==> src/hw/rtl/lprt_pkg.sv <==
// Shared types, widths and codes for the longest prefix route table.
// Used by the channel interfaces, the route store, the engine and the top level.
// No dependencies.
`timescale 1ns / 1ps

package lprt_pkg;

   localparam int TABLE_DEPTH_DEFAULT = 64;

   localparam int KIND_W   = 2;
   localparam int ADDR_W   = 32;
   localparam int LEN_W    = 6;
   localparam int HOP_W    = 32;
   localparam int PORT_W   = 8;
   localparam int METRIC_W = 5;

   localparam logic [KIND_W-1:0] KIND_INSERT = 2'd0;
   localparam logic [KIND_W-1:0] KIND_REMOVE = 2'd1;
   localparam logic [KIND_W-1:0] KIND_QUERY  = 2'd2;
   localparam logic [KIND_W-1:0] KIND_NONE   = 2'd3;

   localparam logic [LEN_W-1:0]    ADDR_BITS    = 6'd32;
   localparam logic [METRIC_W-1:0] METRIC_LIMIT = 5'd16;

   typedef struct packed {
      logic [ADDR_W-1:0]   prefix;
      logic [LEN_W-1:0]    length;
      logic [HOP_W-1:0]    hop;
      logic [PORT_W-1:0]   port;
      logic [METRIC_W-1:0] metric;
      logic                stale;
   } route_entry_type;

   // Top len bits set; a shift of the full width or more leaves all ones.
   function automatic logic [ADDR_W-1:0] prefix_mask(input logic [LEN_W-1:0] len);
      logic [ADDR_W-1:0] ones;
      ones = '1;
      return ~(ones >> len);
   endfunction

endpackage

==> src/hw/rtl/lprt_if.sv <==
// Valid/ready channel interfaces for request and response words.
// Depends on lprt_pkg for field widths.
`timescale 1ns / 1ps

interface lprt_req_if;
   import lprt_pkg::*;

   logic                valid;
   logic                ready;
   logic [KIND_W-1:0]   kind;
   logic [ADDR_W-1:0]   address;
   logic [LEN_W-1:0]    prefix_length;
   logic [HOP_W-1:0]    hop_in;
   logic [PORT_W-1:0]   port_in;
   logic [METRIC_W-1:0] route_metric;
   logic                stale;

   modport source (output valid, kind, address, prefix_length, hop_in, port_in,
                   route_metric, stale, input ready);
   modport sink   (input valid, kind, address, prefix_length, hop_in, port_in,
                   route_metric, stale, output ready);
endinterface

interface lprt_rsp_if;
   import lprt_pkg::*;

   logic              valid;
   logic              ready;
   logic              status;
   logic              found;
   logic [HOP_W-1:0]  hop_out;
   logic [PORT_W-1:0] port_out;

   modport source (output valid, status, found, hop_out, port_out, input ready);
   modport sink   (input valid, status, found, hop_out, port_out, output ready);
endinterface

==> src/hw/rtl/lprt_engine.sv <==
// Table walker: takes a request word, walks the stored routes through the
// store's read port, writes back and returns one response word.
// Depends on lprt_pkg and the channel interfaces in lprt_if.sv.
`timescale 1ns / 1ps

module lprt_engine #(
   parameter int TABLE_DEPTH = lprt_pkg::TABLE_DEPTH_DEFAULT,
   parameter int IDX_W       = (TABLE_DEPTH > 1) ? $clog2(TABLE_DEPTH) : 1,
   parameter int CNT_W       = $clog2(TABLE_DEPTH + 1)
) (
   input  logic                      clock,
   input  logic                      reset,
   lprt_req_if.sink                  req,
   lprt_rsp_if.source                rsp,
   output logic                      wr_en,
   output logic [IDX_W-1:0]          wr_idx,
   output lprt_pkg::route_entry_type wr_data,
   output logic                      rd_en,
   output logic [IDX_W-1:0]          rd_idx,
   input  lprt_pkg::route_entry_type rd_data
);
   import lprt_pkg::*;

   localparam logic [1:0] ST_IDLE = 2'd0;
   localparam logic [1:0] ST_WALK = 2'd1;
   localparam logic [1:0] ST_HOLD = 2'd2;

   localparam logic [CNT_W-1:0] DEPTH_COUNT = CNT_W'(TABLE_DEPTH);

   // Control state.
   logic [1:0]       state_ff, state_in;
   logic [CNT_W-1:0] used_ff, used_in;
   logic [CNT_W-1:0] rd_ptr_ff, rd_ptr_in;
   logic [CNT_W-1:0] wr_ptr_ff, wr_ptr_in;
   logic             pend_ff, pend_in;
   logic             rsp_valid_ff, rsp_valid_in;

   // Latched request and running result.
   logic [KIND_W-1:0]   kind_ff, kind_in;
   route_entry_type     op_ff, op_in;
   logic [IDX_W-1:0]    data_idx_ff, data_idx_in;
   logic                hit_ff, hit_in;
   logic [IDX_W-1:0]    pos_ff, pos_in;
   logic                status_ff, status_in;
   logic                found_ff, found_in;
   logic [LEN_W-1:0]    best_ff, best_in;
   logic [HOP_W-1:0]    hop_ff, hop_in;
   logic [PORT_W-1:0]   port_ff, port_in;

   // Response register.
   logic                rsp_status_ff, rsp_status_in;
   logic                rsp_found_ff, rsp_found_in;
   logic [HOP_W-1:0]    rsp_hop_ff, rsp_hop_in;
   logic [PORT_W-1:0]   rsp_port_ff, rsp_port_in;

   logic issue;
   logic same_route;
   logic live;
   logic covers;

   assign same_route = (rd_data.prefix == op_ff.prefix) && (rd_data.length == op_ff.length);
   assign live       = !rd_data.stale && (rd_data.metric < METRIC_LIMIT);
   assign covers     = ((op_ff.prefix ^ rd_data.prefix) & prefix_mask(rd_data.length)) == '0;
   assign issue      = rd_ptr_ff < used_ff;

   always_comb begin
      state_in      = state_ff;
      used_in       = used_ff;
      rd_ptr_in     = rd_ptr_ff;
      wr_ptr_in     = wr_ptr_ff;
      pend_in       = pend_ff;
      rsp_valid_in  = rsp_valid_ff;
      kind_in       = kind_ff;
      op_in         = op_ff;
      data_idx_in   = data_idx_ff;
      hit_in        = hit_ff;
      pos_in        = pos_ff;
      status_in     = status_ff;
      found_in      = found_ff;
      best_in       = best_ff;
      hop_in        = hop_ff;
      port_in       = port_ff;
      rsp_status_in = rsp_status_ff;
      rsp_found_in  = rsp_found_ff;
      rsp_hop_in    = rsp_hop_ff;
      rsp_port_in   = rsp_port_ff;

      rd_en   = 1'b0;
      rd_idx  = rd_ptr_ff[IDX_W-1:0];
      wr_en   = 1'b0;
      wr_idx  = pos_ff;
      wr_data = op_ff;

      if (rsp_valid_ff && rsp.ready) begin
         rsp_valid_in = 1'b0;
      end

      unique case (state_ff)
         ST_IDLE: begin
            if (req.valid) begin
               kind_in          = req.kind;
               op_in.prefix     = req.address;
               op_in.length     = (req.prefix_length > ADDR_BITS) ? ADDR_BITS
                                                                  : req.prefix_length;
               op_in.hop        = req.hop_in;
               op_in.port       = req.port_in;
               op_in.metric     = (req.route_metric > METRIC_LIMIT) ? METRIC_LIMIT
                                                                    : req.route_metric;
               op_in.stale      = req.stale;
               rd_ptr_in        = '0;
               wr_ptr_in        = '0;
               pend_in          = 1'b0;
               hit_in           = 1'b0;
               status_in        = 1'b0;
               found_in         = 1'b0;
               best_in          = '0;
               hop_in           = '0;
               port_in          = '0;
               state_in         = (req.kind == KIND_NONE) ? ST_HOLD : ST_WALK;
            end
         end
         ST_WALK: begin
            // One read issued per cycle; its data is handled the cycle after.
            if (issue) begin
               rd_en     = 1'b1;
               rd_ptr_in = rd_ptr_ff + 1'b1;
            end
            pend_in     = issue;
            data_idx_in = rd_ptr_ff[IDX_W-1:0];

            if (pend_ff) begin
               case (kind_ff)
                  KIND_INSERT: begin
                     if (same_route && !hit_ff) begin
                        hit_in = 1'b1;
                        pos_in = data_idx_ff;
                     end
                  end
                  KIND_REMOVE: begin
                     // Compaction writes at or below the entry just read, so it
                     // never meets a read still to come.
                     if (!same_route) begin
                        wr_en     = 1'b1;
                        wr_idx    = wr_ptr_ff[IDX_W-1:0];
                        wr_data   = rd_data;
                        wr_ptr_in = wr_ptr_ff + 1'b1;
                     end
                  end
                  KIND_QUERY: begin
                     if (live && covers && (!found_ff || rd_data.length > best_ff)) begin
                        found_in = 1'b1;
                        best_in  = rd_data.length;
                        hop_in   = rd_data.hop;
                        port_in  = rd_data.port;
                     end
                  end
                  default: begin
                  end
               endcase
            end

            if (!issue && !pend_ff) begin
               state_in = ST_HOLD;
               case (kind_ff)
                  KIND_INSERT: begin
                     if (hit_ff) begin
                        wr_en  = 1'b1;
                        wr_idx = pos_ff;
                     end else if (used_ff == DEPTH_COUNT) begin
                        status_in = 1'b1;
                     end else begin
                        wr_en   = 1'b1;
                        wr_idx  = used_ff[IDX_W-1:0];
                        used_in = used_ff + 1'b1;
                     end
                  end
                  KIND_REMOVE: begin
                     used_in = wr_ptr_ff;
                  end
                  default: begin
                  end
               endcase
            end
         end
         ST_HOLD: begin
            if (!rsp_valid_ff || rsp.ready) begin
               rsp_valid_in  = 1'b1;
               rsp_status_in = status_ff;
               rsp_found_in  = found_ff;
               rsp_hop_in    = hop_ff;
               rsp_port_in   = port_ff;
               state_in      = ST_IDLE;
            end
         end
         default: begin
            state_in = ST_IDLE;
         end
      endcase
   end

   always_ff @(posedge clock) begin
      if (reset) begin
         state_ff     <= ST_IDLE;
         used_ff      <= '0;
         rd_ptr_ff    <= '0;
         wr_ptr_ff    <= '0;
         pend_ff      <= 1'b0;
         rsp_valid_ff <= 1'b0;
      end else begin
         state_ff     <= state_in;
         used_ff      <= used_in;
         rd_ptr_ff    <= rd_ptr_in;
         wr_ptr_ff    <= wr_ptr_in;
         pend_ff      <= pend_in;
         rsp_valid_ff <= rsp_valid_in;
      end
   end

   always_ff @(posedge clock) begin
      kind_ff       <= kind_in;
      op_ff         <= op_in;
      data_idx_ff   <= data_idx_in;
      hit_ff        <= hit_in;
      pos_ff        <= pos_in;
      status_ff     <= status_in;
      found_ff      <= found_in;
      best_ff       <= best_in;
      hop_ff        <= hop_in;
      port_ff       <= port_in;
      rsp_status_ff <= rsp_status_in;
      rsp_found_ff  <= rsp_found_in;
      rsp_hop_ff    <= rsp_hop_in;
      rsp_port_ff   <= rsp_port_in;
   end

   assign req.ready    = (state_ff == ST_IDLE);
   assign rsp.valid    = rsp_valid_ff;
   assign rsp.status   = rsp_status_ff;
   assign rsp.found    = rsp_found_ff;
   assign rsp.hop_out  = rsp_hop_ff;
   assign rsp.port_out = rsp_port_ff;

endmodule

==> src/flat_wrapper.sv <==
// flat-port wrapper written by rule: the top's interface ports become plain ports
module lprt_engine_flat import lprt_pkg::*;
#(
   parameter int TABLE_DEPTH = lprt_pkg::TABLE_DEPTH_DEFAULT,
   parameter int IDX_W       = (TABLE_DEPTH > 1) ? $clog2(TABLE_DEPTH) : 1,
   parameter int CNT_W       = $clog2(TABLE_DEPTH + 1)
)
  (clock, reset, wr_en, wr_idx, wr_data, rd_en, rd_idx, rd_data, req_valid, req_kind, req_address, req_prefix_length, req_hop_in, req_port_in, req_route_metric, req_stale, req_ready, rsp_valid, rsp_status, rsp_found, rsp_hop_out, rsp_port_out, rsp_ready);
  lprt_req_if req_i ();
  lprt_rsp_if rsp_i ();
  input  logic clock;
  input  logic reset;
  output logic wr_en;
  output logic [IDX_W-1:0] wr_idx;
  output lprt_pkg::route_entry_type wr_data;
  output logic rd_en;
  output logic [IDX_W-1:0] rd_idx;
  input  lprt_pkg::route_entry_type rd_data;
  input wire logic [$bits(req_i.valid)-1:0] req_valid;
  input wire logic [$bits(req_i.kind)-1:0] req_kind;
  input wire logic [$bits(req_i.address)-1:0] req_address;
  input wire logic [$bits(req_i.prefix_length)-1:0] req_prefix_length;
  input wire logic [$bits(req_i.hop_in)-1:0] req_hop_in;
  input wire logic [$bits(req_i.port_in)-1:0] req_port_in;
  input wire logic [$bits(req_i.route_metric)-1:0] req_route_metric;
  input wire logic [$bits(req_i.stale)-1:0] req_stale;
  output wire logic [$bits(req_i.ready)-1:0] req_ready;
  output wire logic [$bits(rsp_i.valid)-1:0] rsp_valid;
  output wire logic [$bits(rsp_i.status)-1:0] rsp_status;
  output wire logic [$bits(rsp_i.found)-1:0] rsp_found;
  output wire logic [$bits(rsp_i.hop_out)-1:0] rsp_hop_out;
  output wire logic [$bits(rsp_i.port_out)-1:0] rsp_port_out;
  input wire logic [$bits(rsp_i.ready)-1:0] rsp_ready;
  assign req_i.valid = req_valid;
  assign req_i.kind = req_kind;
  assign req_i.address = req_address;
  assign req_i.prefix_length = req_prefix_length;
  assign req_i.hop_in = req_hop_in;
  assign req_i.port_in = req_port_in;
  assign req_i.route_metric = req_route_metric;
  assign req_i.stale = req_stale;
  assign req_ready = req_i.ready;
  assign rsp_valid = rsp_i.valid;
  assign rsp_status = rsp_i.status;
  assign rsp_found = rsp_i.found;
  assign rsp_hop_out = rsp_i.hop_out;
  assign rsp_port_out = rsp_i.port_out;
  assign rsp_i.ready = rsp_ready;
  lprt_engine #(.TABLE_DEPTH(TABLE_DEPTH), .IDX_W(IDX_W), .CNT_W(CNT_W)) u_core (.clock(clock), .reset(reset), .req(req_i), .rsp(rsp_i), .wr_en(wr_en), .wr_idx(wr_idx), .wr_data(wr_data), .rd_en(rd_en), .rd_idx(rd_idx), .rd_data(rd_data));
endmodule
==> config.mk <==
export PLATFORM = sky130hd
export DESIGN_NAME = lprt_engine_flat
export DESIGN_NICKNAME = d
export VERILOG_FILES = /design/src/hw/rtl/lprt_pkg.sv /design/src/hw/rtl/lprt_if.sv /design/src/hw/rtl/lprt_engine.sv /design/src/flat_wrapper.sv
export SDC_FILE = /design/constraint.sdc
export NUM_CORES = 1
export LEC_CHECK = 0
export CAP_MARGIN = 10
export CORE_UTILIZATION = 30
export DETAILED_ROUTE_END_ITERATION = 6
export DONT_BUFFER_PORTS = 1
export PLACE_DENSITY = 0.43
export SYNTH_ARGS = -nofsm -noshare
export SYNTH_HDL_FRONTEND = slang
export SYNTH_SLANG_ARGS = --single-unit
==> constraint.sdc <==
create_clock -name clock -period 5.2 [get_ports clock]
set_input_delay 0.26 -clock clock [delete_from_list [all_inputs] [get_ports clock]]
set_output_delay 0.26 -clock clock [all_outputs]
set_load 0.01 [all_outputs]
==> impl_results.md, run 1 <==
* Gr usage total at 14.89%
* Max Clock Freq at 224.2 MHz
* Reg clk slew, reported paths at 60 ps
* Die Ht at 182.8 µm
* Final instance area at 12280 µm²
* Clock Skew at 13.50 ps
* Number of synthesized register bits at 214
* ANT nets after route at 0
* Final Hold Fails at 0
* Root Driver: clkbuf_16
* Port buffer count at 0
* Type of the worst setup path: flop to output port
* Global-route wire length before repair at 38.52 mm
* Die area at 33420 µm²
* # H-tree levels at 1
* Setup crit start kind: flop
* Vias at 6378
* Slowest cell on the critical path: inv_2
* Cells along the critical path: nand2b_1 > inv_2 > and3_1 > o31a_2 > buf_4 > mux2_1
* Post-synthesis adder-cell area fraction at 2.041%
* Power per Cell Area at 329.7 nW/µm²
* Row cnt at 65
* Cts bufs inserted at 26
* Setup Fix Bufs, Post-CTS at 0
* Slew headroom at 40.35%
* Crit share post-route at 85.79%
* WL per Instance at 19.77 µm
* Worst-Skew Late Latency at 530 ps
* Setup TNS at 0 ps
* Register area share after synthesis at 62.98%
* Largest stage delay, worst path at 730 ps
* CTS tree: yes
* DRT iter0 DRCs at 337
* Largest net degree at the start of global routing at 57
* Cell Area, Synth at 9807 µm²
* Count of different cell masters after synthesis at 61
* Synth Flop Type: edfxtp_1
* RSZ-0062 raised after global routing: false
* Crit path DAT at 4200 ps
* Layout cells sized above 1 at 7.595%
* Clock sinks at 214
* Outcome: finished, final reports clean
* DRC Markers at 0
* Final core occ at 38.50%
* Post-Synth Simple-Gate Area at 10.16%
* Most common cell after layout, fill and taps aside: edfxtp_1
* Reg2reg setup slack at 1590 ps
* DP Wirelength at 17.85 mm
* P&R area growth vs syn at 25.17%
* Number of synthesized flops with an enable pin at 189
* Syn Area/Cell at 13.55 µm²
* XOR/XNOR share of the synthesized area at 3.930%
* Post-synthesis compound-gate area fraction at 7.515%
* CTS Buffer Depth at 3
* Peak supply drop at 243.1 µV
* Mux cell area share after synthesis at 9.926%
* Die width at 182.8 µm
* Critical Path RT at 4940 ps
* Hold/Removal Path Class: input port to flop
* Mapped Cells at 724
* Crit-path max FO at 55
* Post_cts resized at 0
* Synth Warn # at 0
* Fin. max-slew vios at 0
* Post-synth ARST share at 0%
* IO Pins at 316
* Antenna cells at 0
* Worst-margin pin slew at 891.8 ps
* Most frequent cells in the layout: 189 x edfxtp_1, 133 x dlygate4sd3_1, 74 x mux2_1, 45 x and2_1, 33 x nand2_1
* Max-cap violations at 0
* Area after DPL at 10190 µm²
* GPL Wtd Cong at 0.8056
* Initial Utilization at 30.76%
* Vias per inst at 4.891
* Core box area at 31880 µm²
* Crit. End Element: output port
* Via count of the first global-routing pass at 6745
* Routed Wire Length at 25.78 mm
* Leak at 0.004222 µW
* Total nets after synthesis at 914
* Initial antenna violation count at 0
* Gr ovfl total at 0
* Setup violations, final at 0
* Pre-antenna DRT Iters at 5
* Largest family of logic cells by synthesized area: simple AND/OR/NAND/NOR gates
* Fin crit period at 4461 ps
* Hold-fix buffers, CTS at 133
* Nets@finish at 1041
## worst max-delay path: cells and delay by family, from the launching register on
kind	cells	cell delay, ps
buffers and inverters	2	1280
and+or+nand+nor	2	740
AOI/OAI and AO/OA	1	730
muxes	1	430
DFF	1	420
## synthesized netlist by cell type, drive strengths merged, types with 2 or more instances
cell type  count  area (µm²)
a2111oi        6       65.06
o21ai         30       150.1
a22oi          8       60.06
mux2i          5       50.05
and3           6       37.54
inv           24       90.09
clkbuf        19       71.32
xor2          29       254.0
buf           22       173.9
a22o           3       26.28
and2          45       281.5
nor4           8       50.05
o21a           4       30.03
a31oi          5       31.28
or2            3       18.77
nor3          10       50.05
nand4          7       43.79
a31o           3       26.28
edfxtp       189        5675
o31ai          7       52.55
o221a          2       22.52
ha            16       200.2
o211ai         3       22.52
or3            3       18.77
mux2          82       923.4
nand2b        10       62.56
xnor2         15       131.4
nor2b         14       87.58
nand3         12       60.06
a21oi         20       100.1
nand2         33       123.9
a211oi         4       30.03
nor2          32       120.1
dfxtp         25       500.5
## where the power goes
| part | switching (µW) | internal, µW |
|---|---|---|
| combinational | 214 | 159 |
| clock | 699 | 924 |
| sequential | 52.4 | 2000 |
| total | 965 | 3080 |
## area by class of cell
class,count,area [µm²]
flip-flops and latches,214,6176
repair buffers,140,1384
well taps,435,544.3
clock buffers,35,684.4
clock inverters,11,73.82
fillers,3068,19610
multi-input cells,444,3317
inverters,25,96.34
## flip-flops by register name, indices dropped and copies added (netlist names), 2 cells and up
name                 count
u_core.data_idx_ff       6
u_core.rsp.hop_out      32
u_core.wr_ptr_ff         7
u_core.rd_ptr_ff         7
u_core.state_ff          2
u_core.pos_ff            6
u_core.used_ff           7
u_core.kind_ff           2
u_core.rsp.port_out      8
u_core.port_ff           8
u_core.hop_ff           32
u_core.best_ff           6
u_core.op_ff            84
## cells by family (layout without fill, tap and decap cells)
group	after synthesis	count (layout)
adders and majority gates	16	16
xor gates and xnor gates	44	44
and+or+nand+nor	188	188
buffers and inverters	66	211
AOI/OAI and AO/OA	109	109
muxes	87	87
DFF	214	214
## path summary, 6_finish.rpt
check / from / end / cells past startpoint
hold reg to reg: u_core.hop_ff[23] / u_core.rsp.hop_out[23] / 0
setup / recovery: u_core.state_ff[1] / wr_data[51] / 6
setup reg to reg: u_core.state_ff[1] / u_core.wr_ptr_ff[4] / 7
hold / removal: rd_data[46] / u_core.best_ff[0] / 2
## layer usage
layer | global-route usage, % | vias to the layer above | part of all wire [%]
met5 | 0 | - | 0
met4 | 5.533 | 0 | 3.3
met3 | 4.190 | 48 | 8.1
met2 | 25.98 | 317 | 48
met1 | 17.37 | 3064 | 40
li1 | - | 2949 | -
## per-stage QoR
step           hold slack (ps)  cells  power (µW)  worst slack, ps
5_1_grt                  44.64   1304        4210            420.2
4_1_cts                  45.00   1304        4114            593.1
3_3_place_gp             335.3   1125        2373             1392
2_1_floorplan            358.9    724        2297             1241
3_5_place_dp             339.2   1125        2380             1163
6_report                 61.89   1304        4047            739.1
No activity file was read; power rests on OpenSTA's default activity.
==> inputs of run 2 (changes only) <==
REMOVE_ABC_BUFFERS = 1   (was not set)
==> impl_results.md, run 2 (synthesis gave the netlist of run 1 again) <==
* Global-route wire length before repair at 38.88 mm
* Clock Skew at 6.702 ps
* Vias at 6340
* DP Wirelength at 17.47 mm
* CP top delay family: buffers and inverters
* Crit path DAT at 3620 ps
* Largest register by flop count: u_core.op_ff
* Area after DPL at 10170 µm²
* Gr ovfl total at 0
* CP Buf/Inv Count at 2
* Most frequent cells in the layout: 189 x edfxtp_1, 133 x dlygate4sd3_1, 74 x mux2_1, 45 x and2_1, 33 x nand2_1
* RSZ-0062 raised after global routing: false
* Final instance area at 12280 µm²
* Vias per inst at 4.866
* Post-placement cell count at 1124
* Die area at 33420 µm²
* Outcome: finished, final reports clean
* Setup TNS at 0 ps
* Largest net degree at the start of global routing at 64
* Initial antenna violation count at 1
* # H-tree levels at 1
* Power per Cell Area at 330.5 nW/µm²
* Worst-Skew Late Latency at 530 ps
* Crit-path max FO at 55
* Via count of the first global-routing pass at 6748
* Max reg flops at 84
* DRC Markers at 0
* Routed Wire Length at 25.72 mm
* IO Pins at 316
* Core box area at 31880 µm²
* Reg clk slew, reported paths at 60 ps
* Layout cells sized above 1 at 7.958%
* Final Hold Fails at 0
* Die width at 182.8 µm
* CTS Buffer Depth at 3
* Slowest cell on the critical path: inv_2
* Fin. max-slew vios at 0
* Nets@finish at 1040
* Max Clock Freq at 257.9 MHz
* CTS tree: yes
* DRT iter0 DRCs at 333
* Row cnt at 65
* Gr usage total at 14.92%
* Pre-antenna DRT Iters at 6
* Cells along the critical path: nand2b_1 > inv_2 > and3_1 > o31a_2 > buf_4 > mux2_1
* Port buffer count at 0
* Non-Filler Instances at 1303
* Type of the worst setup path: flop to output port
* Clock sinks at 214
* Max-cap violations at 0
* Leak at 0.004222 µW
* Most common cell after layout, fill and taps aside: edfxtp_1
* Peak supply drop at 244.8 µV
* Post_cts resized at 0
* P&R area growth vs syn at 25.21%
* Die Ht at 182.8 µm
* Worst-margin pin slew at 977.6 ps
* Initial Utilization at 30.76%
* Slew headroom at 34.61%
* Largest stage delay, worst path at 730 ps
* Setup crit start kind: flop
* Crit. End Element: output port
* GPL Wtd Cong at 0.8072
* Critical Path RT at 4940 ps
* ANT nets after route at 0
* Crit share post-route at 74.58%
* Final core occ at 38.52%
* Fin crit period at 3878 ps
* Root Driver: clkbuf_16
* Hold/Removal Path Class: input port to flop
* Setup violations, final at 0
* Cts bufs inserted at 25
* Fill cell count at 3056
* Fin Hold WS at 63.35 ps
* WL per Instance at 19.74 µm
==> run 2: path summary, 6_finish.rpt <==
path	start	slack [ps]	cells past startpoint	end
setup / recovery	u_core.state_ff[1]	1320	6	wr_data[19]
hold / removal	rd_data[46]	60	2	u_core.best_ff[0]
setup reg to reg	u_core.state_ff[1]	2220	7	u_core.wr_ptr_ff[4]
hold reg to reg	u_core.data_idx_ff[4]	420	0	u_core.pos_ff[4]
==> run 2: metal layers <==
layer  GRT usage, %  vias to the layer above  wire, µm
met4          4.033                        0       546
li1               -                     2936         -
met2          26.37                      290     12520
met5              0                        -         0
met1          17.68                     3077     10530
met3          4.249                       37      2122
==> run 2: timing repair <==
action,in CTS,in global routing
endpoints found under the setup margin,0,0
buffers inserted,0,0
endpoints found under the hold margin,147,0
hold buffers,133,0
==> run 2: metrics by stage <==
step                setup WS [ps]  total power [µW]
floorplan                   5.084              2286
global placement             1901              2366
detailed placement           1761              2374
CTS                          1181              4128
global route                933.1              4229
finish                       1322              4058
==> run 2: worst register-to-register path, stage by stage (launching register included) <==
cell and delay, ps:
dfxtp_1 390, nand2b_1 400, inv_2 730, and3_1 330, o31a_2 180, buf_4 430
o2111ai_1 250, mux2i_1 150
==> run 2: area by class of cell <==
cell class	count	area, µm²	area share, %
Sequential cell	214	6176	50.30
Multi-Input combinational cell	444	3311	26.96
Timing Repair Buffer	140	1390	11.32
Clock buffer	29	640.6	5.217
Tap cell	435	544.3	4.432
Clock inverter	15	118.9	0.9680
Inverter	25	96.34	0.7846
Antenna cell	1	2.502	0.02038
==> run 2: power breakdown <==
group          internal [µW]  total, µW  leakage (µW)  switching, µW
Clock                    935       1640      0.000378            700
Sequential              2000       2050       0.00201           52.2
Combinational            160        372       0.00184            212
==> inputs of run 3 (changes only) <==
clock period = 3.4 ns   (was 5.2 ns; I/O delays follow)
==> impl_results.md, run 3 (synthesis gave the netlist of run 1 again) <==
* Max-cap violations at 0
* RR Startpoint: u_core.op_ff[67]
* Worst-Skew Late Latency at 540 ps
* Critical Path RT at 3230 ps
* Root Driver: clkbuf_16
* Largest net degree at the start of global routing at 93
* Antenna cells at 0
* WL per Instance at 19.62 µm
* Most frequent cells in the layout: 189 x edfxtp_1, 136 x dlygate4sd3_1, 74 x mux2_1, 44 x and2_1, 33 x nand2_1
* Core box area at 31880 µm²
* Power, Total at 6419 µW
* Die Ht at 182.8 µm
* Most common cell after layout, fill and taps aside: edfxtp_1
* Peak supply drop at 381.6 µV
* Vias at 6308
* Fin crit period at 3280 ps
* Worst-margin pin slew at 930.3 ps
* Nets@finish at 1054
* Slew headroom at 37.78%
* CTS Buffer Depth at 3
* Worst Setup SP: u_core.op_ff[67]
* DRT iter0 DRCs at 412
* Clock sinks at 214
* Die width at 182.8 µm
* DP Wirelength at 17.44 mm
* GPL Wtd Cong at 0.7916
* Die area at 33420 µm²
* Largest register by flop count: u_core.op_ff
* Via count of the first global-routing pass at 6663
* Crit. End Element: output port
* Final Hold Fails at 0
* Crit-path max FO at 92
* Setup TNS at 0 ps
* RSZ-0062 raised after global routing: false
* Type of the worst setup path: flop to output port
* IO Pins at 316
* Max reg flops at 84
* Setup violations, final at 0
* Row cnt at 65
* Reg2reg setup slack at 690 ps
* Layout cells sized above 1 at 9.842%
* Routed Wire Length at 25.88 mm
* Setup crit start kind: flop
* Power per Cell Area at 512.5 nW/µm²
* ANT nets after route at 0
* Max Clock Freq at 304.8 MHz
* Fin. max-slew vios at 0
* Initial antenna violation count at 0
* Gr usage total at 15.19%
* Crit path DAT at 3110 ps
* Leak at 0.004322 µW
* Gr ovfl total at 0
* Clock Skew at 17.79 ps
* Port buffer count at 0
* P&R area growth vs syn at 27.72%
* CTS tree: yes
* Hold/Removal Path Class: input port to flop
* Pre-antenna DRT Iters at 5
* # H-tree levels at 1
* Initial Utilization at 30.76%
* Outcome: finished, final reports clean
* Hold_sp: rsp_ready
* Reg clk slew, reported paths at 60 ps
* Vias per inst at 4.782
* Cts bufs inserted at 26
* Crit share post-route at 96.48%
* Global-route wire length before repair at 39.12 mm
* DRC Markers at 0
==> run 3: critical path, stage by stage (launching register included) <==
cell and delay (ps):
edfxtp_1 400, xor2_1 200, nor4_1 370, nand4_1 220
o31a_2 400, buf_12 220, a22oi_1 300, o21ai_0 130
buf_4 160
==> run 3: final cells by class <==
class | instances | area (µm²)
tap | 435 | 544.3
multi-input combinational | 444 | 3343
timing repair buffer | 153 | 1526
fill | 3065 | 19350
clock inverter | 15 | 152.6
clock buffer | 33 | 686.9
inverter | 25 | 96.34
sequential | 214 | 6176
==> run 3: final timing paths <==
kind,to,cells past startpoint
max reg2reg,u_core.hop_ff[31],8
min,u_core.state_ff[1],4
min reg2reg,u_core.rsp.hop_out[15],0
max,wr_idx[3],8
==> run 3: timing repair <==
| action | in CTS | in global routing |
|---|---|---|
| hold buffers | 136 | 0 |
| buffers inserted | 0 | 1 |
| gates resized for setup | 0 | 6 |
| endpoints found under the hold margin | 152 | 0 |
| endpoints found under the setup margin | 0 | 6 |
==> run 3: metal layers <==
metal  share of wire (%)  GRT usage [%]  vias to the layer above  wire, µm
met3                 8.2          4.468                       38      2118
met4                 2.6          4.667                        0       674
met2                  47          25.53                      293     12040
met1                  43          18.79                     3007     11050
li1                    -              -                     2970         -
met5                   0              0                        -         0
==> run 3: stage by stage <==
step                instances  hold slack [ps]  cell area [µm²]  setup WS [ps]  utilization, %
finish                   1319            88.84            12530          119.6           39.29
detailed placement       1134            246.4            10280          688.2           32.26
global placement         1134            246.7            10280          756.4           32.26
CTS                      1318            35.45            12490          90.43           39.16
floorplan                 683            239.1             9562          -1795               -
global route             1319            114.8            12530          25.02           39.29
==> run 3: power by group <==
| part | total, µW | switching, µW | internal (µW) | leakage (µW) |
|---|---|---|---|---|
| clock | 2690 | 1100 | 1590 | 0.000400 |
| sequential | 3140 | 80.8 | 3060 | 0.00201 |
| combinational | 589 | 331 | 258 | 0.00192 |
| total | 6420 | 1510 | 4910 | 0.00432 |
